[src/hdl/hds_ram.sv]
// Generic single-port-write, single-port-read RAM with registered read data.
module hds_ram #(
	parameter int WIDTH = 32,
	parameter int DEPTH = 128
) (
	input  logic                     clk,
	input  logic                     we,
	input  logic [$clog2(DEPTH)-1:0] waddr,
	input  logic [WIDTH-1:0]         wdata,
	input  logic                     re,
	input  logic [$clog2(DEPTH)-1:0] raddr,
	output logic [WIDTH-1:0]         rdata
);

	logic [WIDTH-1:0] mem [DEPTH];

	// Write port
	always_ff @(posedge clk) begin
		if (we) begin
			mem[waddr] <= wdata;
		end
	end

	// Registered read port
	always_ff @(posedge clk) begin
		if (re) begin
			rdata <= mem[raddr];
		end
	end

endmodule

[config.mk]
export PLATFORM = sky130hd
export DESIGN_NAME = hds_ram
export DESIGN_NICKNAME = d
export VERILOG_FILES = /design/src/hdl/hds_ram.sv
export SDC_FILE = /design/constraint.sdc
export NUM_CORES = 2
export LEC_CHECK = 0
export BUFFER_PORTS_ARGS = -buffer_cell sky130_fd_sc_hd__buf_4
export CAP_MARGIN = 30
export CORE_MARGIN = 4
export CORE_UTILIZATION = 46
export CTS_CLUSTER_DIAMETER = 100
export DETAILED_ROUTE_END_ITERATION = 8
export GPL_ROUTABILITY_DRIVEN = 0
export PLACE_DENSITY = 0.73
export SYNTH_ARGS = -nofsm -noshare
export SYNTH_HDL_FRONTEND = slang
export SYNTH_SLANG_ARGS = --single-unit
[constraint.sdc]
create_clock -name clk -period 5.2 [get_ports clk]
set_input_delay 0.78 -clock clk [delete_from_list [all_inputs] [get_ports clk]]
set_output_delay 0.78 -clock clk [all_outputs]
set_load 0.01 [all_outputs]
==> metrics.json <==
{
  "logic_synthesis": {
    "synth.ff_latch_count": 4128,
    "synth_top_area_cell": "sky130_fd_sc_hd__edfxtp_1",
    "synth.area.mux_share": 0.1956,
    "netlist.area_leader.share": 0.7916,
    "yosys_most_used_dff": "sky130_fd_sc_hd__edfxtp_1",
    "syn-mean-instance-area_um2": 26.14,
    "yosys.area_share.xor_xnor": 0,
    "synthesis.nets": 6039,
    "synthArstFlopShare": 0,
    "post_synth_num_cell_types": 16,
    "post_synth_and_or_nand_nor_area_fraction": 0.004450,
    "netlist_area_um2": 156600,
    "most_common_cell_in_the_netlist": "sky130_fd_sc_hd__edfxtp_1",
    "yosysWarnings": 0,
    "synth_top_family_by_area": "multiplexers",
    "synth_enable_flop_cells": 4128,
    "synth_compound_gate_area_share": 0,
    "yosys-top-cells-area": "sky130_fd_sc_hd__edfxtp_1 (79%), sky130_fd_sc_hd__mux4_2 (19%), sky130_fd_sc_hd__clkbuf_1 (0.44%)",
    "synth-seq-area-share": 0.7916,
    "post_synth_fa_ha_maj_area_fraction": 0,
    "netlist_instances": 5990,
    "post_synth_most_frequent_cells": "sky130_fd_sc_hd__edfxtp_1 (4,128), sky130_fd_sc_hd__mux4_2 (1,344), sky130_fd_sc_hd__clkbuf_1 (182)"
  },
  "sta": {
    "achievable-frequency_mhz": 300.8,
    "min_period_over_period": 0.6392,
    "setup-violations-final": 0,
    "final_critical_path_setup_slack_ns": 1.876,
    "setup_tns_ns": 0,
    "shortest_period_the_worst_path_allows_ns": 3.324,
    "rsz0062_at_grt": "no",
    "maxSlewHeadroom": 0.3019,
    "timing.final.max_slew_violations": 0,
    "fin_skew_ns": 0.05735,
    "hold_viol": 0,
    "worst_pin_slew_ns": 1.045,
    "worst_hold_slack_ns": 0.1186
  },
  "setup_path": {
    "cp-startpoint": "raddr[0]",
    "worst_ep_required_time_ns": 5.87,
    "start_kind": "input pin",
    "timing_worst_setup_path_type": "in2reg",
    "rr_startpoint": "mem[119][7]$_DFFE_PP_",
    "timing.critical_path.to_type": "register",
    "worstPathArrival_ns": 3.99,
    "r2r_setup_slack_ns": 2.39,
    "timing.critical_path.fanout_max": 35
  },
  "clocking": {
    "root_buffer": "sky130_fd_sc_hd__clkbuf_16",
    "postCtsResizedCells": 0,
    "clk_transition_reported_paths_ns": 0.06,
    "cts_tree": "yes",
    "cts.path.max_buffers": 4,
    "clkLatencyLatePin_ns": 0.91,
    "cts.repair_timing.setup_buffer_count": 0,
    "clock_sinks": 4128,
    "htreeDepth": 5,
    "cts_hold_buffers": 0,
    "numCtsBuffers": 393
  },
  "power_and_ir_drop": {
    "maximum_vdd_drop_mv": 0.3292,
    "design_power_total_mw": 68.63,
    "power.leakage_nw": 54.42,
    "power_density_nw_per_um2": 384.4
  },
  "cells_and_area": {
    "final_util": 0.5284,
    "finalNonFillerCells": 11330,
    "regArea_um2": 124000,
    "multiInputGateArea_um2": 32290,
    "nNetsFinal": 6509,
    "proportion_of_layout_cells_with_a_drive_suffix_above_1": 0.3610,
    "nFillCells": 24550,
    "finalInstanceArea_um2": 178600,
    "synthToLayoutAreaGrowth_pct": 14.02
  },
  "run": {
    "max_cap_violations": 0
  },
  "place": {
    "numPortBuffers": 80,
    "dp_hpwl_mm": 236.8,
    "place_area_um2": 165700,
    "post-place-cells": 10570,
    "place_worst_setup_slack_ns": 0.9583
  },
  "global_routing": {
    "final_global_route_overflow_total": 0,
    "antenna_found_initial": 55,
    "global_route.peak_usage_layer": "met2",
    "grt.met2_usage": 0.3818,
    "first_global_vias": 73350,
    "global_route.usage.met1": 0.3245,
    "grt_first_pass_wirelength_mm": 589.8,
    "grt_overall_usage": 0.2409,
    "maximum_number_of_pins_on_one_net_before_global_route_repair": 129,
    "use_met3": 0.05031
  },
  "worst_hold_path": {
    "worstHoldStart": "wdata[14]",
    "hold_path_class": "in2reg"
  },
  "floorplan": {
    "chipHeight_um": 591.5,
    "io-pin-count": 81,
    "rows": 213,
    "effective_utilization_at_floorplan": 0.4634,
    "core_area_um2": 337900,
    "fp.dieArea_um2": 349800,
    "dieWidth_um": 591.5
  },
  "routing": {
    "drt-wirelength-per-cell_um": 37.13,
    "initialDrtViolationCount": 13200,
    "via_per_inst": 6.449,
    "number_of_vias_after_detailed_routing": 73070,
    "route.final.wire_length_mm": 420.8,
    "first_pass_iters": 6,
    "postRouteAntennaNets": 0,
    "remaining_drc_errors": 0
  },
  "status": {
    "status": "finished, final reports clean"
  }
}
-- report_power, final --
group | switching, mW | internal (mW) | total, mW
clock network | 12.2 | 15.9 | 28.1
logic | 2.25 | 1.40 | 3.65
registers | 0.114 | 36.8 | 36.9
-- sequential cells by signal (all words and copies together), names as in the netlist --
register and cells:
mem 4096, rdata 32
-- logic make-up after synthesis --
logic type | count (synthesis)
muxes | 1376
and+or+nand+nor | 170
DFF | 4128
buffers and inverters | 316
-- layer usage --
layer	up-vias	wire (um)
met2	5712	203400
met1	39020	141500
li1	27410	-
met4	22	22980
met3	908	52730
met5	-	140
-- area by class of cell --
cell class / count / share of cell area
multi-input cells: 1546 / 0.1808
repair buffers: 391 / 0.02293
well taps: 4515 / 0.03164
clock buffers: 470 / 0.05717
flip-flops and latches: 4128 / 0.6942
diodes: 35 / 0.0004905
clock inverters: 246 / 0.01270
-- layout by cell type, fill, tap and decap left out, drive strengths merged, types with 2 or more instances in the layout --
cell type / netlist / routed
buf: 134 / 390
mux2: 32 / 32
nor2b: 7 / 7
nand2b: 2 / 2
bufinv: 0 / 38
nor3: 9 / 9
clkinv: 0 / 179
mux4: 1344 / 1344
edfxtp: 4128 / 4128
nand4: 3 / 3
diode: 0 / 35
clkinvlp: 0 / 17
inv: 0 / 12
nand3: 12 / 12
nand2: 14 / 14
clkbuf: 182 / 471
nor2: 122 / 122
-- final timing paths --
check | end | cells after the start
worst max register to register | rdata[7]$_DFFE_PP_ | 4
worst min-delay path | mem[69][14]$_DFFE_PP_ | 1
worst max-delay path | rdata[5]$_DFFE_PP_ | 8
worst min register to register | rdata[11]$_DFFE_PP_ | 4
-- critical path, stage by stage --
cell	delay [ns]
sky130_fd_sc_hd__buf_16	0.25
sky130_fd_sc_hd__buf_12	0.25
sky130_fd_sc_hd__buf_12	0.31
sky130_fd_sc_hd__buf_4	0.29
sky130_fd_sc_hd__mux4_2	0.55
sky130_fd_sc_hd__mux4_2	0.54
sky130_fd_sc_hd__mux4_2	0.65
sky130_fd_sc_hd__mux2_2	0.33
(Power assumes the default switching activity.)
