--- config.mk ---
export PLATFORM = sky130hd
export DESIGN_NAME = hds_calc
export DESIGN_NICKNAME = d
export VERILOG_FILES = /design/src/hdl/hds_pkg.sv /design/src/hdl/hds_calc.sv
export SDC_FILE = /design/constraint.sdc
export NUM_CORES = 2
export LEC_CHECK = 0
export BUFFER_PORTS_ARGS = -buffer_cell sky130_fd_sc_hd__buf_2
export CAP_MARGIN = 20
export CORE_MARGIN = 4
export CORE_UTILIZATION = 30
export DETAILED_ROUTE_END_ITERATION = 16
export PLACE_DENSITY = 0.58
export SYNTH_ARGS = -nofsm -noshare
export SYNTH_HDL_FRONTEND = slang
export SYNTH_SLANG_ARGS = --single-unit
--- constraint.sdc ---
create_clock -name clk -period 6 [get_ports clk]
set_clock_uncertainty 0.1 [all_clocks]
set_input_delay 0.9 -clock clk [delete_from_list [all_inputs] [get_ports clk]]
set_output_delay 0.9 -clock clk [all_outputs]
set_load 0.02 [all_outputs]
--- src/hdl/hds_pkg.sv ---
// Shared constants, types and record layouts for the heat diffusion stencil step unit.
package hds_pkg;

	// Grid geometry
	localparam int GRID_WIDTH  = 128;
	localparam int GRID_HEIGHT = 128;
	localparam int COL_W       = $clog2(GRID_WIDTH);
	localparam int ROW_W       = $clog2(GRID_HEIGHT);

	// Field widths
	localparam int TEMP_W    = 32;
	localparam int COEF_W    = 16;
	localparam int IDX_W     = 7;
	localparam int FRAC_W    = 16;
	localparam int CFG_IDX_W = 2;

	// Arithmetic widths: Laplacian term, product, Q.32 sum, Q16.16 before clamp
	localparam int LAP_W = TEMP_W + 3;
	localparam int MUL_W = LAP_W + COEF_W + 1;
	localparam int ACC_W = MUL_W + 1;
	localparam int Q_W   = ACC_W - FRAC_W;

	// Line buffer word holds {row above, row middle}
	localparam int RAM_W = 2 * TEMP_W;

	// Result queue and admission credit
	localparam int OQ_DEPTH    = 16;
	localparam int OQ_AW       = $clog2(OQ_DEPTH);
	localparam int OQ_CW       = OQ_AW + 1;
	localparam int PIPE_STAGES = 4;
	localparam int CRED_W      = $clog2(OQ_DEPTH + 2 * (PIPE_STAGES + 1) + 1);

	// Register indexes
	localparam logic [CFG_IDX_W-1:0] REG_COEF_X = CFG_IDX_W'(0);
	localparam logic [CFG_IDX_W-1:0] REG_COEF_Y = CFG_IDX_W'(1);

	localparam logic [COEF_W-1:0] COEF_RST = COEF_W'(16384);

	localparam logic signed [TEMP_W-1:0] TEMP_MAX = {1'b0, {(TEMP_W-1){1'b1}}};
	localparam logic signed [TEMP_W-1:0] TEMP_MIN = {1'b1, {(TEMP_W-1){1'b0}}};

	// Position and emit decisions of one accepted cell
	typedef struct packed {
		logic             emit_mid;
		logic             emit_pass;
		logic             border;
		logic             frame_end;
		logic [ROW_W-1:0] row;
		logic [COL_W-1:0] col;
	} tag_t;

	// One result record
	typedef struct packed {
		logic [IDX_W-1:0]         row;
		logic [IDX_W-1:0]         col;
		logic signed [TEMP_W-1:0] temp;
		logic                     sat;
		logic                     last;
		logic                     frame_done;
	} res_t;

	// Up to two results written to the queue in one cycle, r0 first
	typedef struct packed {
		logic v0;
		logic v1;
		res_t r0;
		res_t r1;
	} push_t;

endpackage

--- src/hdl/hds_calc.sv ---
// Stencil arithmetic pipeline: Laplacians, coefficient products, rounding, clamp, result build.
module hds_calc
	import hds_pkg::*;
(
	input  logic                         clk,
	input  logic                         arst_n,
	input  logic [COEF_W-1:0]            coef_x,
	input  logic [COEF_W-1:0]            coef_y,
	input  logic                         vld_s1,
	input  tag_t                         tag_s1,
	input  logic signed [TEMP_W-1:0]     left,
	input  logic signed [TEMP_W-1:0]     center,
	input  logic signed [TEMP_W-1:0]     right,
	input  logic signed [TEMP_W-1:0]     above,
	input  logic signed [TEMP_W-1:0]     below,
	output logic [PIPE_STAGES-2:0]       stage_vld,
	output push_t                        push
);

	localparam logic signed [ACC_W-1:0] RND_HALF = ACC_W'(1) <<< (FRAC_W - 1);

	logic                     vld_s2, vld_s3, vld_s4;
	tag_t                     tag_s2, tag_s3, tag_s4;
	logic signed [LAP_W-1:0]  lapx_s2, lapy_s2;
	logic signed [MUL_W-1:0]  prodx_s3, prody_s3;
	logic signed [ACC_W-1:0]  acc_s4;
	logic signed [TEMP_W-1:0] center_s2, center_s3, center_s4;
	logic signed [TEMP_W-1:0] pass_s2, pass_s3, pass_s4;
	logic signed [Q_W-1:0]    q_s4;
	logic                     ovf_hi, ovf_lo;
	logic signed [TEMP_W-1:0] upd_s4;
	res_t                     mid_res, pass_res;

	// Advance stage valids
	always_ff @(posedge clk or negedge arst_n) begin
		if (!arst_n) begin
			vld_s2 <= 1'b0;
			vld_s3 <= 1'b0;
			vld_s4 <= 1'b0;
		end else begin
			vld_s2 <= vld_s1;
			vld_s3 <= vld_s2;
			vld_s4 <= vld_s3;
		end
	end

	// Stage 2: second differences in both directions
	always_ff @(posedge clk) begin
		lapx_s2   <= LAP_W'(left) + LAP_W'(right) - (LAP_W'(center) <<< 1);
		lapy_s2   <= LAP_W'(above) + LAP_W'(below) - (LAP_W'(center) <<< 1);
		center_s2 <= center;
		pass_s2   <= below;
		tag_s2    <= tag_s1;
	end

	// Stage 3: scale by the diffusion coefficients
	always_ff @(posedge clk) begin
		prodx_s3  <= MUL_W'(lapx_s2) * MUL_W'($signed({1'b0, coef_x}));
		prody_s3  <= MUL_W'(lapy_s2) * MUL_W'($signed({1'b0, coef_y}));
		center_s3 <= center_s2;
		pass_s3   <= pass_s2;
		tag_s3    <= tag_s2;
	end

	// Stage 4: exact Q.32 sum plus half an LSB for round to nearest
	always_ff @(posedge clk) begin
		acc_s4    <= (ACC_W'(center_s3) <<< FRAC_W) + ACC_W'(prodx_s3)
			+ ACC_W'(prody_s3) + RND_HALF;
		center_s4 <= center_s3;
		pass_s4   <= pass_s3;
		tag_s4    <= tag_s3;
	end

	// Floor to Q16.16 and clamp to the 32-bit range
	assign q_s4   = acc_s4[ACC_W-1:FRAC_W];
	assign ovf_hi = !q_s4[Q_W-1] && (|q_s4[Q_W-2:TEMP_W-1]);
	assign ovf_lo = q_s4[Q_W-1] && !(&q_s4[Q_W-2:TEMP_W-1]);

	always_comb begin
		if (ovf_hi) begin
			upd_s4 = TEMP_MAX;
		end else if (ovf_lo) begin
			upd_s4 = TEMP_MIN;
		end else begin
			upd_s4 = q_s4[TEMP_W-1:0];
		end
	end

	// Build the updated cell of the row above and the pass-through cell of the last row
	always_comb begin
		mid_res.row        = IDX_W'(tag_s4.row - 1'b1);
		mid_res.col        = IDX_W'(tag_s4.col);
		mid_res.temp       = tag_s4.border ? center_s4 : upd_s4;
		mid_res.sat        = !tag_s4.border && (ovf_hi || ovf_lo);
		mid_res.last       = !tag_s4.emit_pass;
		// the row above the current one is never the final grid row
		mid_res.frame_done = 1'b0;

		pass_res.row        = IDX_W'(tag_s4.row);
		pass_res.col        = IDX_W'(tag_s4.col);
		pass_res.temp       = pass_s4;
		pass_res.sat        = 1'b0;
		pass_res.last       = 1'b1;
		pass_res.frame_done = tag_s4.frame_end;
	end

	// Order results: updated cell first, pass-through second
	always_comb begin
		push.v0 = vld_s4 && (tag_s4.emit_mid || tag_s4.emit_pass);
		push.v1 = vld_s4 && tag_s4.emit_mid && tag_s4.emit_pass;
		push.r0 = tag_s4.emit_mid ? mid_res : pass_res;
		push.r1 = pass_res;
	end

	assign stage_vld = {vld_s4, vld_s3, vld_s2};

endmodule

==> out/qor.yml <==
status: "finished, violations left"
violations: "negative setup slack"
ys_warn_count: 0
antenna_found_initial: 15
clock_path_buffers: 3
slowest_stage: "fa_1"
dieArea_sq_um: 195000
core_area_sq_um: 188000
cp_max_fo: 10
start_kind: "input pin"
fin_cells: 9474
synthCells: 6117
final_nets: 8653
syn_to_final_growth_pct: 23.8
ys.flop_type: "dfxtp_1"
worst_slack_ns: -0.418
slowest_delay_ns: 0.53
synth_seq_cells: 456
globalplace.congestion: 0.907
hold_violations: 0
std_cell_rows: 159
drcViolationCount: 0
post-route-min-period_ns: 6.42
worstSetupPathType: "input pin to flip-flop"
max_slew.worst_pin.slew_ns: 1.17
wire_per_inst_um: 17.5
hpwlAfterDp_um: 144000
top_layer: "met4"
place_inst: 9301
critPathBufInv: 8
viasPerCell: 4.49
clock-root-buffer: "clkbuf_16"
seq_area_frac_synth: 0.162
start_util: 0.301
rsz0062_at_grt: "yes"
grt_max_degree: 33
die_w_um: 442
synth_top_area_frac: 0.402
slew_headroom: 0.213
required_ns: 6.48
die_h_um: 442
drt_wl_total_um: 166000
endpoint_kind: "flip-flop"
synth-edff-count: 0
fill_cells: 18900
finalSetupViolations: 34
clock_sinks: 456
overflow: 0
max_clock_freq_ghz: 0.156
wl_met2_um: 80900
clkSlewWorstSetupHoldPaths_ns: 0.07
fin_crit_sh: 1.07
cts_made_buffers: 52
drv_cap: 0
drive_above_1_share: 0.209
synth_top_cell_by_area: "fa_1"
ios: 316
io_buffers: 313
first_pass_iters: 5
cp.arrival_ns: 6.90
grt_pass1_wl_um: 259000
dr_wl_met3_um: 6570
synth_async_sr_flop_share: 0.00658
grt_pass1_vias: 46300
vias: 42600
worst_skew_pair.late_latency_ns: 0.66
antenna_left: 0
crit_family: "adder cells"
cts_tree: "done"
syn-cell-area_sq_um: 56500
track_usage: 0.170
syn_nets: 7837
avgSynthCellArea_sq_um: 9.23
wl_met1_um: 65700
htree_num_levels: 2
hp-class: "flip-flop to flip-flop"
ys_types: 78
first_iter_violations: 2178
ys_top_cells_by_area: "fa_1 40%, dfxtp_1 16%, inv_1 10%"
slew_viol_final: 0
post-place-ws_ns: -1.24
cp_common_cell: "fa_1"
## registers in the layout, indices dropped and copies added, names as in the netlist
signal     cells
vld_s3         1
lapy_s2       34
center_s3     32
tag_s3        18
prodx_s3      51
push          15
pass_s3       32
tag_s2        18
pass_s2       32
vld_s2         1
tag_s4         3
acc_s4        37
pass_s4       32
vld_s4         1
prody_s3      51
center_s2     32
lapx_s2       34
center_s4     32
## cell usage after synthesis (21+ instances only)
library cell / instances
nor3_1: 26
o21a_1: 27
nand2b_1: 21
nand3_1: 40
nand2_1: 771
o21ai_0: 116
a31oi_1: 23
dfxtp_1: 453
a211oi_1: 22
o21bai_1: 25
a21oi_1: 204
buf_4: 27
xor2_1: 62
ha_1: 374
clkbuf_1: 206
a21o_1: 86
nor2b_1: 56
nor2_1: 139
and2_1: 416
xnor2_1: 128
inv_1: 1531
and3_1: 29
fa_1: 1133
## what timing repair did
item | in CTS | in global routing
setup buffers | 47 | 29
pin swaps | 125 | 116
hold buffers | 1 | 0
gates resized for setup | 269 | 229
endpoints found under the hold margin | 3 | 0
cloned | 3 | 3
setup endpoints to repair | 58 | 62
## placed cells by master, fill, tap and decap left out, types with 123 or more instances in the layout
| cell type | netlist | layout |
|---|---|---|
| xnor2_1 | 128 | 123 |
| inv_1 | 1531 | 1490 |
| a21oi_1 | 204 | 176 |
| dfxtp_1 | 453 | 402 |
| and2_1 | 416 | 385 |
| nor2_1 | 139 | 135 |
| ha_1 | 374 | 338 |
| fa_1 | 1133 | 1091 |
| nand2_1 | 771 | 736 |
| buf_2 | 1 | 290 |
| buf_4 | 27 | 566 |
## worst paths after layout
kind	startpoint	endpoint	slack [ns]	depth (start not counted)
max	coef_y[7]	prody_s3[45]	-0.42	25
min	center_s2[11]	center_s3[11]	0.21	0
max reg2reg	lapy_s2[7]	prody_s3[45]	-0.41	24
min reg2reg	center_s2[11]	center_s3[11]	0.21	0
max in group asynchronous	arst_n	vld_s2	5.20	2
min in group asynchronous	arst_n	vld_s3	0.49	2
## stage by stage
stage | TNS (ns) | cell area [sq um] | util | hold WS, ns
3_3_place_gp | -57.95 | 65700 | 0.350 | 0.210
2_1_floorplan | -15.50 | 57300 | - | 0.210
3_5_place_dp | -59.80 | 65700 | 0.350 | 0.212
6_report | -7.40 | 69900 | 0.373 | 0.210
5_1_grt | -13.59 | 69900 | 0.373 | 0.201
4_1_cts | -5.77 | 68800 | 0.367 | 0.180
## kinds of logic (layout without fill, tap and decap cells)
group                    count (synthesis)  count (layout)  share of synthesized area
AO/OA/AOI/OAI                          630             630                     0.0724
XOR/XNOR                               190             190                     0.0295
adder cells (fa/ha/maj)               1507            1507                      0.484
buffers and inverters                 1767            2625                      0.119
flip-flops                             456             456                      0.162
multiplexers                             5               5                   0.000886
other                                    2               6                   0.000133
AND/OR/NAND/NOR                       1560            1560                      0.132
## metal layers
| metal | track usage | up-vias |
|---|---|---|
| met1 | 0.202 | 21600 |
| met2 | 0.296 | 935 |
| met3 | 0.0187 | 241 |
| met5 | 0 | - |
| met4 | 0.101 | 0 |
| li1 | - | 19800 |
## area by class of cell
| cell class | instances | area, sq um | area share |
|---|---|---|---|
| sequential | 456 | 9280 | 0.133 |
| clock inverter | 24 | 310 | 0.00444 |
| clock buffer | 72 | 1500 | 0.0214 |
| tap | 2495 | 3120 | 0.0447 |
| inverter | 1531 | 5750 | 0.0822 |
| timing repair buffer | 998 | 7940 | 0.114 |
| multi-input combinational | 3894 | 42000 | 0.601 |
| antenna | 4 | 10.0 | 0.000143 |
Power is left out: the tool's default activity adds up to more than one toggle a clock period on the data nets, which glitch-free logic cannot reach.
