<file path="src/hdl/hds_pkg.sv">
// Shared constants, types and record layouts for the heat diffusion stencil step unit.
package hds_pkg;

	// Grid geometry
	localparam int GRID_WIDTH  = 128;
	localparam int GRID_HEIGHT = 128;
	localparam int COL_W       = $clog2(GRID_WIDTH);
	localparam int ROW_W       = $clog2(GRID_HEIGHT);

	// Field widths
	localparam int TEMP_W    = 32;
	localparam int COEF_W    = 16;
	localparam int IDX_W     = 7;
	localparam int FRAC_W    = 16;
	localparam int CFG_IDX_W = 2;

	// Arithmetic widths: Laplacian term, product, Q.32 sum, Q16.16 before clamp
	localparam int LAP_W = TEMP_W + 3;
	localparam int MUL_W = LAP_W + COEF_W + 1;
	localparam int ACC_W = MUL_W + 1;
	localparam int Q_W   = ACC_W - FRAC_W;

	// Line buffer word holds {row above, row middle}
	localparam int RAM_W = 2 * TEMP_W;

	// Result queue and admission credit
	localparam int OQ_DEPTH    = 16;
	localparam int OQ_AW       = $clog2(OQ_DEPTH);
	localparam int OQ_CW       = OQ_AW + 1;
	localparam int PIPE_STAGES = 4;
	localparam int CRED_W      = $clog2(OQ_DEPTH + 2 * (PIPE_STAGES + 1) + 1);

	// Register indexes
	localparam logic [CFG_IDX_W-1:0] REG_COEF_X = CFG_IDX_W'(0);
	localparam logic [CFG_IDX_W-1:0] REG_COEF_Y = CFG_IDX_W'(1);

	localparam logic [COEF_W-1:0] COEF_RST = COEF_W'(16384);

	localparam logic signed [TEMP_W-1:0] TEMP_MAX = {1'b0, {(TEMP_W-1){1'b1}}};
	localparam logic signed [TEMP_W-1:0] TEMP_MIN = {1'b1, {(TEMP_W-1){1'b0}}};

	// Position and emit decisions of one accepted cell
	typedef struct packed {
		logic             emit_mid;
		logic             emit_pass;
		logic             border;
		logic             frame_end;
		logic [ROW_W-1:0] row;
		logic [COL_W-1:0] col;
	} tag_t;

	// One result record
	typedef struct packed {
		logic [IDX_W-1:0]         row;
		logic [IDX_W-1:0]         col;
		logic signed [TEMP_W-1:0] temp;
		logic                     sat;
		logic                     last;
		logic                     frame_done;
	} res_t;

	// Up to two results written to the queue in one cycle, r0 first
	typedef struct packed {
		logic v0;
		logic v1;
		res_t r0;
		res_t r1;
	} push_t;

endpackage

</file>
<file path="src/hdl/hds_outq.sv">
// Result queue: takes up to two records per cycle, hands out one per transfer.
module hds_outq
	import hds_pkg::*;
(
	input  logic             clk,
	input  logic             arst_n,
	input  push_t            push,
	input  logic             pop,
	output res_t             head,
	output logic [OQ_CW-1:0] count
);

	res_t             mem_q [OQ_DEPTH];
	logic [OQ_AW-1:0] wr_ptr_q, rd_ptr_q;
	logic [OQ_CW-1:0] count_q;
	logic [OQ_AW-1:0] wr_ptr_nx;

	assign wr_ptr_nx = wr_ptr_q + 1'b1;

	// Store incoming records
	always_ff @(posedge clk) begin
		if (push.v0) begin
			mem_q[wr_ptr_q] <= push.r0;
		end
		if (push.v1) begin
			mem_q[wr_ptr_nx] <= push.r1;
		end
	end

	// Advance pointers and occupancy
	always_ff @(posedge clk or negedge arst_n) begin
		if (!arst_n) begin
			wr_ptr_q <= '0;
			rd_ptr_q <= '0;
			count_q  <= '0;
		end else begin
			wr_ptr_q <= wr_ptr_q + OQ_AW'(push.v0) + OQ_AW'(push.v1);
			rd_ptr_q <= rd_ptr_q + OQ_AW'(pop);
			count_q  <= count_q + OQ_CW'(push.v0) + OQ_CW'(push.v1) - OQ_CW'(pop);
		end
	end

	assign head  = mem_q[rd_ptr_q];
	assign count = count_q;

endmodule

</file>
<file path="config.mk">
export PLATFORM = sky130hd
export DESIGN_NAME = hds_outq
export DESIGN_NICKNAME = d
export VERILOG_FILES = /design/src/hdl/hds_pkg.sv /design/src/hdl/hds_outq.sv
export SDC_FILE = /design/constraint.sdc
export NUM_CORES = 1
export LEC_CHECK = 0
export BUFFER_PORTS_ARGS = -buffer_cell sky130_fd_sc_hd__clkbuf_2
export CAP_MARGIN = 30
export CORE_AREA = 2 2 485 294
export DETAILED_ROUTE_END_ITERATION = 12
export DIE_AREA = 0 0 487 296
export PLACE_DENSITY = 0.45
export SYNTH_ARGS = -nofsm -noshare
export SYNTH_HDL_FRONTEND = slang
export SYNTH_SLANG_ARGS = --single-unit
export TNS_END_PERCENT = 100
</file>
<file path="constraint.sdc">
create_clock -name clk -period 5.25 [get_ports clk]
set_clock_uncertainty 0.15 [all_clocks]
set_input_delay 0.2625 -clock clk [delete_from_list [all_inputs] [get_ports clk]]
set_output_delay 0.2625 -clock clk [all_outputs]
set_load 0.03 [all_outputs]
</file>
==> flow_summary_export.csv, run 1 <==
group,metric,value,unit
critical_path,critPathArrivalTime,3.70,ns
finish,finalNonFillerCells,4576,
logic_synthesis,yosys_warnings,0,
route,dr.pass1.iters,5,
power_and_ir_drop,ir_drop,423,uV
power_and_ir_drop,powerDensity,518,nW/um2
global_routing,track_usage,0.188,
clock_tree,cts_buffer_depth,3,
placement,dp_slack,1.77,ns
sta,finalWorstSetupSlack,1.14,ns
finish,num-fill-cells,13400,
route,via_per_inst,5.28,
logic_synthesis,ys_ff_latch,797,
hold_path,hp-class,"in2reg",
placement,placed_area,43400,um2
critical_path,crit_required,4.84,ns
finish,final_util,0.337,
sta,drv_slew,0,
route,drt_iter0_drc,1969,
sta,period_share,0.783,
logic_synthesis,synth_area_leader_cell,"edfxtp_1",
logic_synthesis,syn-cell-area,40300,um2
placement,place_inst,4294,
floorplanning,start_util,0.287,
global_routing,antenna_found_initial,7,
logic_synthesis,netlist_instances,2478,
finish,regArea,23900,um2
route,wl_per_cell,30.0,um
logic_synthesis,ys_async_sr_fraction,0.0163,
clock_tree,clock_sinks,797,
sta,min_period,4.11,ns
floorplanning,die_h,296,um
route,met3_length,6950,um
finish,drive_gt1_frac,0.467,
logic_synthesis,synthTopCellsByArea,"edfxtp_1 (58%), mux2_2 (22%), mux4_2 (5.5%), mux2i_1 (4.9%), a221oi_1 (2.1%)",
status,status,"finished clean",
clock_tree,cts_tree,"yes",
global_routing,overflow,0,
logic_synthesis,yosysTopAreaCellShare,0.585,
clock_tree,htreeDepth,3,
critical_path,path_depth,6,
finish,nets,2773,
logic_synthesis,synth-edff-count,784,
finish,final_area,47400,um2
placement,port_buffers,156,
route,via_count,24200,
global_routing,grt_start_max_net_pins,83,
clock_tree,postCtsSetupBuffers,0,
finish,synthToLayoutAreaGrowth,17.6,%
floorplanning,die_area,144000,um2
route,top_layer,"met5",
sta,setup_viol,0,
finish,final_common_cell,"edfxtp_1",
clock_tree,clk_pin_slew,0.06,ns
run,drv_cap,0,
critical_path,r2r_cells,5,
critical_path,worstSetupStartpointType,"flip-flop",
critical_path,cp-end-kind,"primary output",
logic_synthesis,synth_fp_nets,2591,
clock_tree,clk_latency,0.68,ns
placement,dp_hpwl,74000,um
global_routing,grt_pass1_vias,25000,
sta,finalSetupTns,0,ns
global_routing,grt_pass1_wl,192000,um
clock_tree,root_buffer,"clkbuf_16",
floorplanning,fp.dieW,487,um
sta,hold_viol,0,
critical_path,cp_slowest_cell,"nor2b_4",
finish,most-common-layout-cells,"edfxtp_1 (784), mux2_2 (774), mux2i_1 (197), clkbuf_2 (156), dlygate4sd3_1 (128)",
critical_path,critical_path.n_buffers_inverters,2,
route,dr_wl_met2,63000,um
logic_synthesis,yosysSeqAreaShare,0.593,
sta,tightestPinTransition,1.06,ns
finish,multiInputGateArea,15500,um2
route,m1WireLength,64000,um
route,wl,137000,um
logic_synthesis,avgSynthCellArea,16.2,um2
critical_path,crit_chain,"nor2b_4, buf_12, a221oi_1, o21ai_0, nand2_1, clkbuf_2",
floorplanning,num_rows,107,
critical_path,crit_fanout,78,
route,drc,0,
route,detail-route-antenna-nets,0,
logic_synthesis,synth-main-ff-cell,"edfxtp_1",
critical_path,criticalPathCategory,"reg2out",
clock_tree,cts_inserted_buffers,86,
logic_synthesis,synth.distinct_cells,35,
sta,relSlewSlack,0.293,
floorplanning,coreArea,140000,um2
power_and_ir_drop,leakagePower,15.9,nW
sta,max_freq,243,MHz
placement,routabilityCongestion,0.745,
critical_path,critPathTopFamily,"simple AND/OR/NAND/NOR gates",
hold_path,worst_hold_path.num_cells,2,
critical_path,slowest_delay,0.75,ns
sta,rsz0062_at_grt,"no",
floorplanning,ios,157,
[worst paths after layout]
path / slack [ns] / start / endpoint
max: 1.14 / rd_ptr_q[2] / head[18]
min: 0.05 / push[59] / mem_q[10][10]
max reg2reg: 1.24 / wr_ptr_q[3] / mem_q[5][24]
min reg2reg: 0.46 / count[4] / count[4]
max in group asynchronous: 3.71 / arst_n / rd_ptr_q[1]
min in group asynchronous: 0.61 / arst_n / count[4]
[report_power, final]
part	internal, W	leakage, nW	total (W)	switching [W]
Clock	0.00327	1.28	0.00591	0.00263
Combinational	0.00353	7.37	0.00982	0.00629
Sequential	0.00833	7.27	0.00881	0.000481
Total	0.0151	15.9	0.0245	0.00940
[sequential cells by signal, indices dropped and copies added, names as in the netlist]
signal	flops
wr_ptr_q	4
mem_q	784
rd_ptr_q	4
count	5
[routing by layer]
metal | vias up | track usage
met3 | 199 | 0.0280
met1 | 12900 | 0.269
li1 | 10300 | -
met4 | 8 | 0.0491
met5 | - | 0
met2 | 800 | 0.299
[layout make-up]
| cell class | count | area share |
|---|---|---|
| sequential | 797 | 0.504 |
| tap | 1853 | 0.0489 |
| antenna | 1 | 0.0000528 |
| multi-input combinational | 1404 | 0.327 |
| timing repair buffer | 360 | 0.0644 |
| clock inverter | 49 | 0.00745 |
| clock buffer | 101 | 0.0473 |
| inverter | 11 | 0.000872 |
[logic make-up (layout without fill, tap and decap cells)]
kind of cell | count (synthesis) | count (layout) | synth area share
AO/OA/AOI/OAI | 204 | 204 | 0.0378
adder cells (fa/ha/maj) | 10 | 10 | 0.00367
buffers and inverters | 277 | 521 | 0.0291
XOR/XNOR | 8 | 8 | 0.00174
flip-flops | 797 | 797 | 0.593
AND/OR/NAND/NOR | 103 | 103 | 0.0110
other | 0 | 1 | 0
multiplexers | 1079 | 1079 | 0.324
[cells in the mapped netlist, types with 2 or more instances]
cell type / instances
clkbuf_1: 161
fa_1: 3
mux2_4: 10
ha_1: 7
dfrtp_1: 13
nor3_1: 4
nor2_1: 22
mux4_2: 98
buf_2: 89
o21ai_0: 49
buf_6: 2
xor2_1: 4
a21oi_1: 4
edfxtp_1: 784
mux2_2: 774
a21o_1: 2
buf_1: 13
xnor2_1: 4
a22oi_1: 49
nor2b_1: 4
inv_1: 11
and3_1: 2
nand2b_1: 6
nand2_1: 58
mux2i_1: 197
a221oi_1: 98
nand3_1: 2
[through the flow]
stage	total power (W)	hold WS (ns)
3_3_place_gp	0.0186	0.0715
5_1_grt	0.0256	0.0441
2_1_floorplan	0.0149	-0.183
4_1_cts	0.0248	0.0000353
3_5_place_dp	0.0188	0.0837
6_report	0.0245	0.0475
[timing repair]
item / 4_1_cts / 5_1_grt
gates resized for setup: 0 / 0
hold buffers: 128 / 0
endpoints found under the hold margin: 638 / 0
Power figures use the tool's default switching activity.
==> inputs of run 2 (changes only) <==
ABC_AREA = 1   (was default)
CORE_AREA = 2 2 493 299   (was 2 2 485 294)
DIE_AREA = 0 0 495 301   (was 0 0 487 296)
PLACE_DENSITY = 0.43   (was 0.45)
clock period = 4.02 ns   (was 5.25 ns; I/O delays follow)
==> run 2 against run 1 <==
  * Combinational power grew 49%
  * Power rose by 40%
  * Critical path depth up 3
  * Core utilization shrank 0.41 points
  * Non-clock buffer count down 31
  * Critical path type unchanged
  * Sequential power grew 32%
  * Highest routed layer unchanged
  * Sequential cell count stayed put
==> flow_summary_export.csv, run 2 <==
group,metric,value,unit
finish,final_common_cell,"nand2_1",
critical_path,worstSetupStartpointType,"flip-flop",
floorplanning,num_rows,108,
floorplanning,ios,157,
finish,largest_register_ffs,784,
clock_tree,clock_sinks,797,
clock_tree,cts_tree,"yes",
logic_synthesis,synth_common_cells,"nand2_1 (2036), edfxtp_1 (784), o21ai_0 (754)",
logic_synthesis,synth.most_common_cell,"nand2_1",
route,detail-route-antenna-nets,0,
logic_synthesis,synth.distinct_cells,25,
critical_path,critical_path.n_buffers_inverters,3,
logic_synthesis,syn-cell-area,41800,um2
placement,placed_area,44300,um2
critical_path,crit_chain,"inv_8, buf_12, nand2_1, nand3_1, nand2_1, nor2_1, nand2_1, nand2_1, clkbuf_2",
placement,dp_hpwl,88600,um
finish,final_area,48000,um2
sta,finalWorstSetupSlack,0.437,ns
finish,most-common-layout-cells,"nand2_1 (2022), edfxtp_1 (784), o21ai_0 (754), inv_1 (357), nand3_1 (304)",
sta,finalSetupTns,0,ns
critical_path,cp_slowest_cell,"dfrtp_4",
clock_tree,cts_buffer_depth,3,
placement,dp_slack,1.01,ns
finish,nets,5159,
logic_synthesis,synth_fp_nets,5203,
clock_tree,postCtsSetupBuffers,0,
power_and_ir_drop,leakagePower,20.8,nW
logic_synthesis,synth-edff-count,784,
power_and_ir_drop,powerDensity,715,nW/um2
route,via_per_inst,4.75,
critical_path,slowest_delay,0.68,ns
critical_path,crit_fanout,70,
finish,multiInputGateArea,14900,um2
floorplanning,start_util,0.290,
critical_path,critPathTopFamily,"buffers and inverters",
sta,max_freq,279,MHz
sta,rsz0062_at_grt,"no",
global_routing,antenna_found_initial,8,
critical_path,critPathArrivalTime,3.23,ns
logic_synthesis,netlist_instances,5090,
clock_tree,clk_latency,0.68,ns
logic_synthesis,synth-compound-area-share,0.0948,
logic_synthesis,synth_area_leader_cell,"edfxtp_1",
floorplanning,die_area,149000,um2
logic_synthesis,synth-main-ff-cell,"edfxtp_1",
logic_synthesis,yosysSeqAreaShare,0.572,
finish,num-fill-cells,15000,
finish,drive_gt1_frac,0.0806,
placement,port_buffers,156,
critical_path,r2r_cells,7,
logic_synthesis,avgSynthCellArea,8.20,um2
clock_tree,cts_resized,0,
logic_synthesis,yosys_warnings,0,
status,status,"finished clean",
clock_tree,root_buffer,"clkbuf_16",
logic_synthesis,synthAdderAreaFrac,0.00354,
global_routing,overflow,0,
route,dr.pass1.iters,5,
logic_synthesis,synth_xor_area_frac,0.00168,
floorplanning,die_h,301,um
logic_synthesis,ys_ff_latch,797,
sta,setup_viol,0,
critical_path,cp-end-kind,"primary output",
critical_path,criticalPathCategory,"reg2out",
clock_tree,clk_pin_slew,0.06,ns
global_routing,grt_start_max_net_pins,135,
sta,min_period,3.58,ns
hold_path,worst_hold_path.num_cells,3,
global_routing,grt_pass1_vias,31500,
finish,regMostFlops,"mem_q",
finish,regArea,23900,um2
logic_synthesis,synthMuxAreaShare,0,
sta,relSlewSlack,0.337,
route,wl,155000,um
clock_tree,htreeDepth,3,
global_routing,track_usage,0.207,
sta,drv_slew,0,
clock_tree,cts_inserted_buffers,85,
logic_synthesis,yosysTopAreaCellShare,0.564,
critical_path,crit_path_frequent_cell,"nand2_1",
floorplanning,coreArea,144000,um2
sta,period_share,0.891,
logic_synthesis,synth-simple-area-share,0.251,
critical_path,crit_required,3.67,ns
logic_synthesis,ys_async_sr_fraction,0.0163,
route,via_count,33400,
sta,hold_viol,0,
run,drv_cap,0,
floorplanning,fp.dieW,495,um
finish,synthToLayoutAreaGrowth,14.9,%
sta,tightestPinTransition,0.994,ns
placement,routabilityCongestion,0.777,
clock_tree,holdBufCountCts,86,
critical_path,path_depth,9,
route,drt_iter0_drc,3148,
hold_path,hp-class,"in2reg",
global_routing,grt_pass1_wl,226000,um
route,drc,0,
route,wl_per_cell,22.0,um
power_and_ir_drop,ir_drop,597,uV
logic_synthesis,synthTopCellsByArea,"edfxtp_1 (56%), nand2_1 (18%), o21ai_0 (9.0%), nand3_1 (3.6%), inv_1 (3.2%)",
logic_synthesis,synth_top_family_by_area,"simple AND/OR/NAND/NOR gates",
-- run 2: kinds of logic after synthesis --
| family | count (synthesis) |
|---|---|
| xor+xnor | 8 |
| compound gates | 789 |
| simple gates | 2659 |
| buf+inv | 827 |
| fa+ha+maj | 10 |
| flops | 797 |
-- run 2: final cells by class --
type	instances	area share
Tap cell	1925	0.0502
Inverter	367	0.0290
Clock inverter	50	0.00941
Multi-Input combinational cell	3466	0.311
Antenna cell	2	0.000104
Clock buffer	104	0.0476
Sequential cell	797	0.498
Timing Repair Buffer	329	0.0552
-- run 2: per-stage QoR --
| step | power [W] | cells | util | hold slack [ns] |
|---|---|---|---|---|
| 2_1_floorplan | 0.0205 | 5090 | - | -0.245 |
| 3_3_place_gp | 0.0263 | 6790 | 0.307 | 0.0218 |
| 3_5_place_dp | 0.0264 | 6794 | 0.308 | 0.0190 |
| 4_1_cts | 0.0347 | 7034 | 0.333 | 0.00147 |
| 5_1_grt | 0.0364 | 7039 | 0.333 | 0.0278 |
| 6_report | 0.0343 | 7040 | 0.333 | 0.0272 |
-- run 2: path summary, 6_finish.rpt --
| kind | slack, ns | to | startpoint |
|---|---|---|---|
| worst max-delay path | 0.44 | head[10] | rd_ptr_q[0] |
| worst min-delay path | 0.03 | mem_q[14][47] | push[47] |
| worst max register to register | 0.94 | mem_q[7][28] | wr_ptr_q[2] |
| worst min register to register | 0.40 | rd_ptr_q[2] | rd_ptr_q[2] |
| max in group asynchronous | 2.57 | rd_ptr_q[0] | arst_n |
| min in group asynchronous | 0.56 | rd_ptr_q[1] | arst_n |
-- run 2: worst register-to-register path, stage by stage (launching register included) --
cell           delay, ns
dfrtp_1             0.48
nand2_1             0.29
inv_1               0.23
nand3_4             0.13
buf_4               0.51
buf_12              0.32
o21ai_0             0.16
dlygate4sd3_1       0.58
-- run 2: per-layer routing --
layer	track usage	up-vias	share of wire
met5	0	-	0.00045
met4	0.0439	10	0.020
met2	0.301	1029	0.41
met3	0.0325	173	0.064
li1	-	16400	-
met1	0.321	15800	0.50
-- run 2: power by group --
part / switching [W] / leakage, nW / internal (W)
sequential: 0.000467 / 7.28 / 0.0111
combinational: 0.0110 / 12.1 / 0.00352
clock: 0.00360 / 1.34 / 0.00454
==> inputs of run 3 (changes only) <==
CORE_AREA = 2 2 421 256   (was 2 2 493 299)
DIE_AREA = 0 0 423 258   (was 0 0 495 301)
HOLD_SLACK_MARGIN = 0.08   (was default)
PLACE_DENSITY = 0.55   (was 0.43)
clock period = 3.4 ns   (was 4.02 ns; I/O delays follow)
==> run 3 against run 2 <==
  * Via count grew 2.3%
  * Worst setup slack lost 0.23 ns
  * Critical endpoint unchanged
  * Largest cell class unchanged
  * Sequential share of layout area shrank 0.17 points
  * Highest routed layer unchanged
==> flow_summary_export.csv, run 3 (synthesized netlist as in run 2, its figures left out) <==
group,metric,value,unit
status,status,"finished clean",
run,drv_cap,0,
critical_path,r2r_setup_slack,0.37,ns
sta,rsz0062_at_grt,"no",
sta,min_period,3.20,ns
clock_tree,clk_pin_slew,0.06,ns
floorplanning,ios,157,
route,drc,0,
sta,relSlewSlack,0.289,
clock_tree,cts_tree,"yes",
global_routing,antenna_found_initial,8,
critical_path,r2r_start,"wr_ptr_q[2]",
finish,drive_gt1_frac,0.0798,
finish,num-fill-cells,10300,
critical_path,critPathArrivalTime,2.88,ns
sta,tightestPinTransition,1.07,ns
critical_path,cp-end-kind,"primary output",
sta,max_freq,313,MHz
global_routing,grt_pass1_wl,212000,um
power_and_ir_drop,finalPower,0.0400,W
floorplanning,die_h,258,um
finish,multiInputGateArea,14900,um2
clock_tree,postCtsSetupBuffers,0,
sta,hold_viol,0,
clock_tree,cts_inserted_buffers,80,
clock_tree,htreeDepth,3,
sta,setup_viol,0,
floorplanning,die_area,109000,um2
floorplanning,fp.dieW,423,um
sta,drv_slew,0,
critical_path,r2r_cells,7,
hold_path,hold_start,"pop",
global_routing,overflow,0,
placement,placed_area,44000,um2
finish,final_area,48200,um2
placement,dp_hpwl,76800,um
finish,regMostFlops,"mem_q",
finish,final_common_cell,"nand2_1",
clock_tree,clk_latency,0.67,ns
power_and_ir_drop,powerDensity,832,nW/um2
sta,period_share,0.941,
clock_tree,clock_sinks,797,
sta,finalSetupTns,0,ns
critical_path,crit_required,3.08,ns
route,wl_per_cell,21.4,um
floorplanning,coreArea,106000,um2
placement,port_buffers,156,
route,via_per_inst,5.18,
finish,largest_register_ffs,784,
global_routing,grt_pass1_vias,31400,
finish,regArea,23900,um2
sta,finalWorstSetupSlack,0.202,ns
clock_tree,cts_buffer_depth,3,
route,detail-route-antenna-nets,0,
floorplanning,start_util,0.394,
route,wl,141000,um
route,dr.pass1.iters,6,
critical_path,criticalPathCategory,"reg2out",
finish,nets,5228,
critical_path,crit_fanout,106,
finish,most-common-layout-cells,"nand2_1 (2022), edfxtp_1 (784), o21ai_0 (754), inv_1 (357), nand3_1 (304)",
finish,synthToLayoutAreaGrowth,15.3,%
critical_path,crit_end,"head[10]",
clock_tree,root_buffer,"clkbuf_16",
global_routing,track_usage,0.258,
route,via_count,34200,
power_and_ir_drop,ir_drop,588,uV
hold_path,worst_hold_path.num_cells,3,
power_and_ir_drop,leakagePower,21.1,nW
global_routing,grt_start_max_net_pins,123,
placement,routabilityCongestion,0.821,
route,drt_iter0_drc,4390,
hold_path,hp-class,"in2reg",
critical_path,worstSetupStartpointType,"flip-flop",
floorplanning,num_rows,93,
placement,dp_slack,0.887,ns
critical_path,crit_start,"rd_ptr_q[0]",
critical_path,timing.rr.end,"mem_q[8][18]",
==> run 3: cell count changes in the layout (fill, tap and decap cells not counted), moves of 2 or more <==
cell	previous run	this run
buf_12	25	43
buf_16	2	0
buf_4	59	52
clkbuf_1	15	19
clkbuf_16	89	82
clkbuf_8	0	3
clkinv_1	22	12
clkinv_2	17	9
clkinv_8	2	4
dlygate4sd3_1	87	152
==> run 3: how the worst min path moves through the flow <==
stage	to	slack [ns]
3_3_place_gp	count[4]	-0.04
3_5_place_dp	count[0]	-0.04
4_1_cts	rd_ptr_q[0]	0.19
6_report	rd_ptr_q[0]	0.22
5_1_grt	rd_ptr_q[0]	0.22
2_1_floorplan	count[0]	-0.28
==> run 3: what timing repair did <==
item | in CTS | in global routing
gates resized for setup | 0 | 1
hold endpoints to repair | 808 | 0
endpoints found under the setup margin | 0 | 1
hold buffers | 152 | 0
==> run 3: final cells by class <==
type | instances | area share
clock buffer | 104 | 0.0450
antenna | 3 | 0.000156
clock inverter | 36 | 0.00930
timing repair buffer | 403 | 0.0738
inverter | 367 | 0.0291
sequential | 797 | 0.496
tap | 1425 | 0.0370
multi-input combinational | 3466 | 0.310
==> run 3: worst max-delay path, cell delays in order (launching register included) <==
cell and delay [ns]:
dfrtp_4 0.64, buf_12 0.38, nand2_1 0.14, nand2_1 0.10, nor2_1 0.04, nor2_1 0.14, nand2_1 0.07, nand2_1 0.23
clkbuf_2 0.27
==> run 3: stage by stage <==
step	hold WS (ns)	std cells	util
finish	0.224	6601	0.455
global route	0.217	6599	0.455
CTS	0.189	6598	0.455
detailed placement	-0.0362	6306	0.416
global placement	-0.0375	6306	0.416
floorplan	-0.276	5090	-
==> run 3: metal layers <==
metal	part of all wire	track usage	vias to the layer above
met4	0.018	0.0514	10
met3	0.091	0.0454	164
met5	0.00040	0	-
met2	0.42	0.370	1548
met1	0.48	0.405	15900
li1	-	-	16500
==> run 3: where the power goes <==
| part | switching [W] | total (W) | internal [W] |
|---|---|---|---|
| Clock | 0.00403 | 0.00922 | 0.00519 |
| Sequential | 0.000500 | 0.0136 | 0.0131 |
| Combinational | 0.0128 | 0.0172 | 0.00444 |
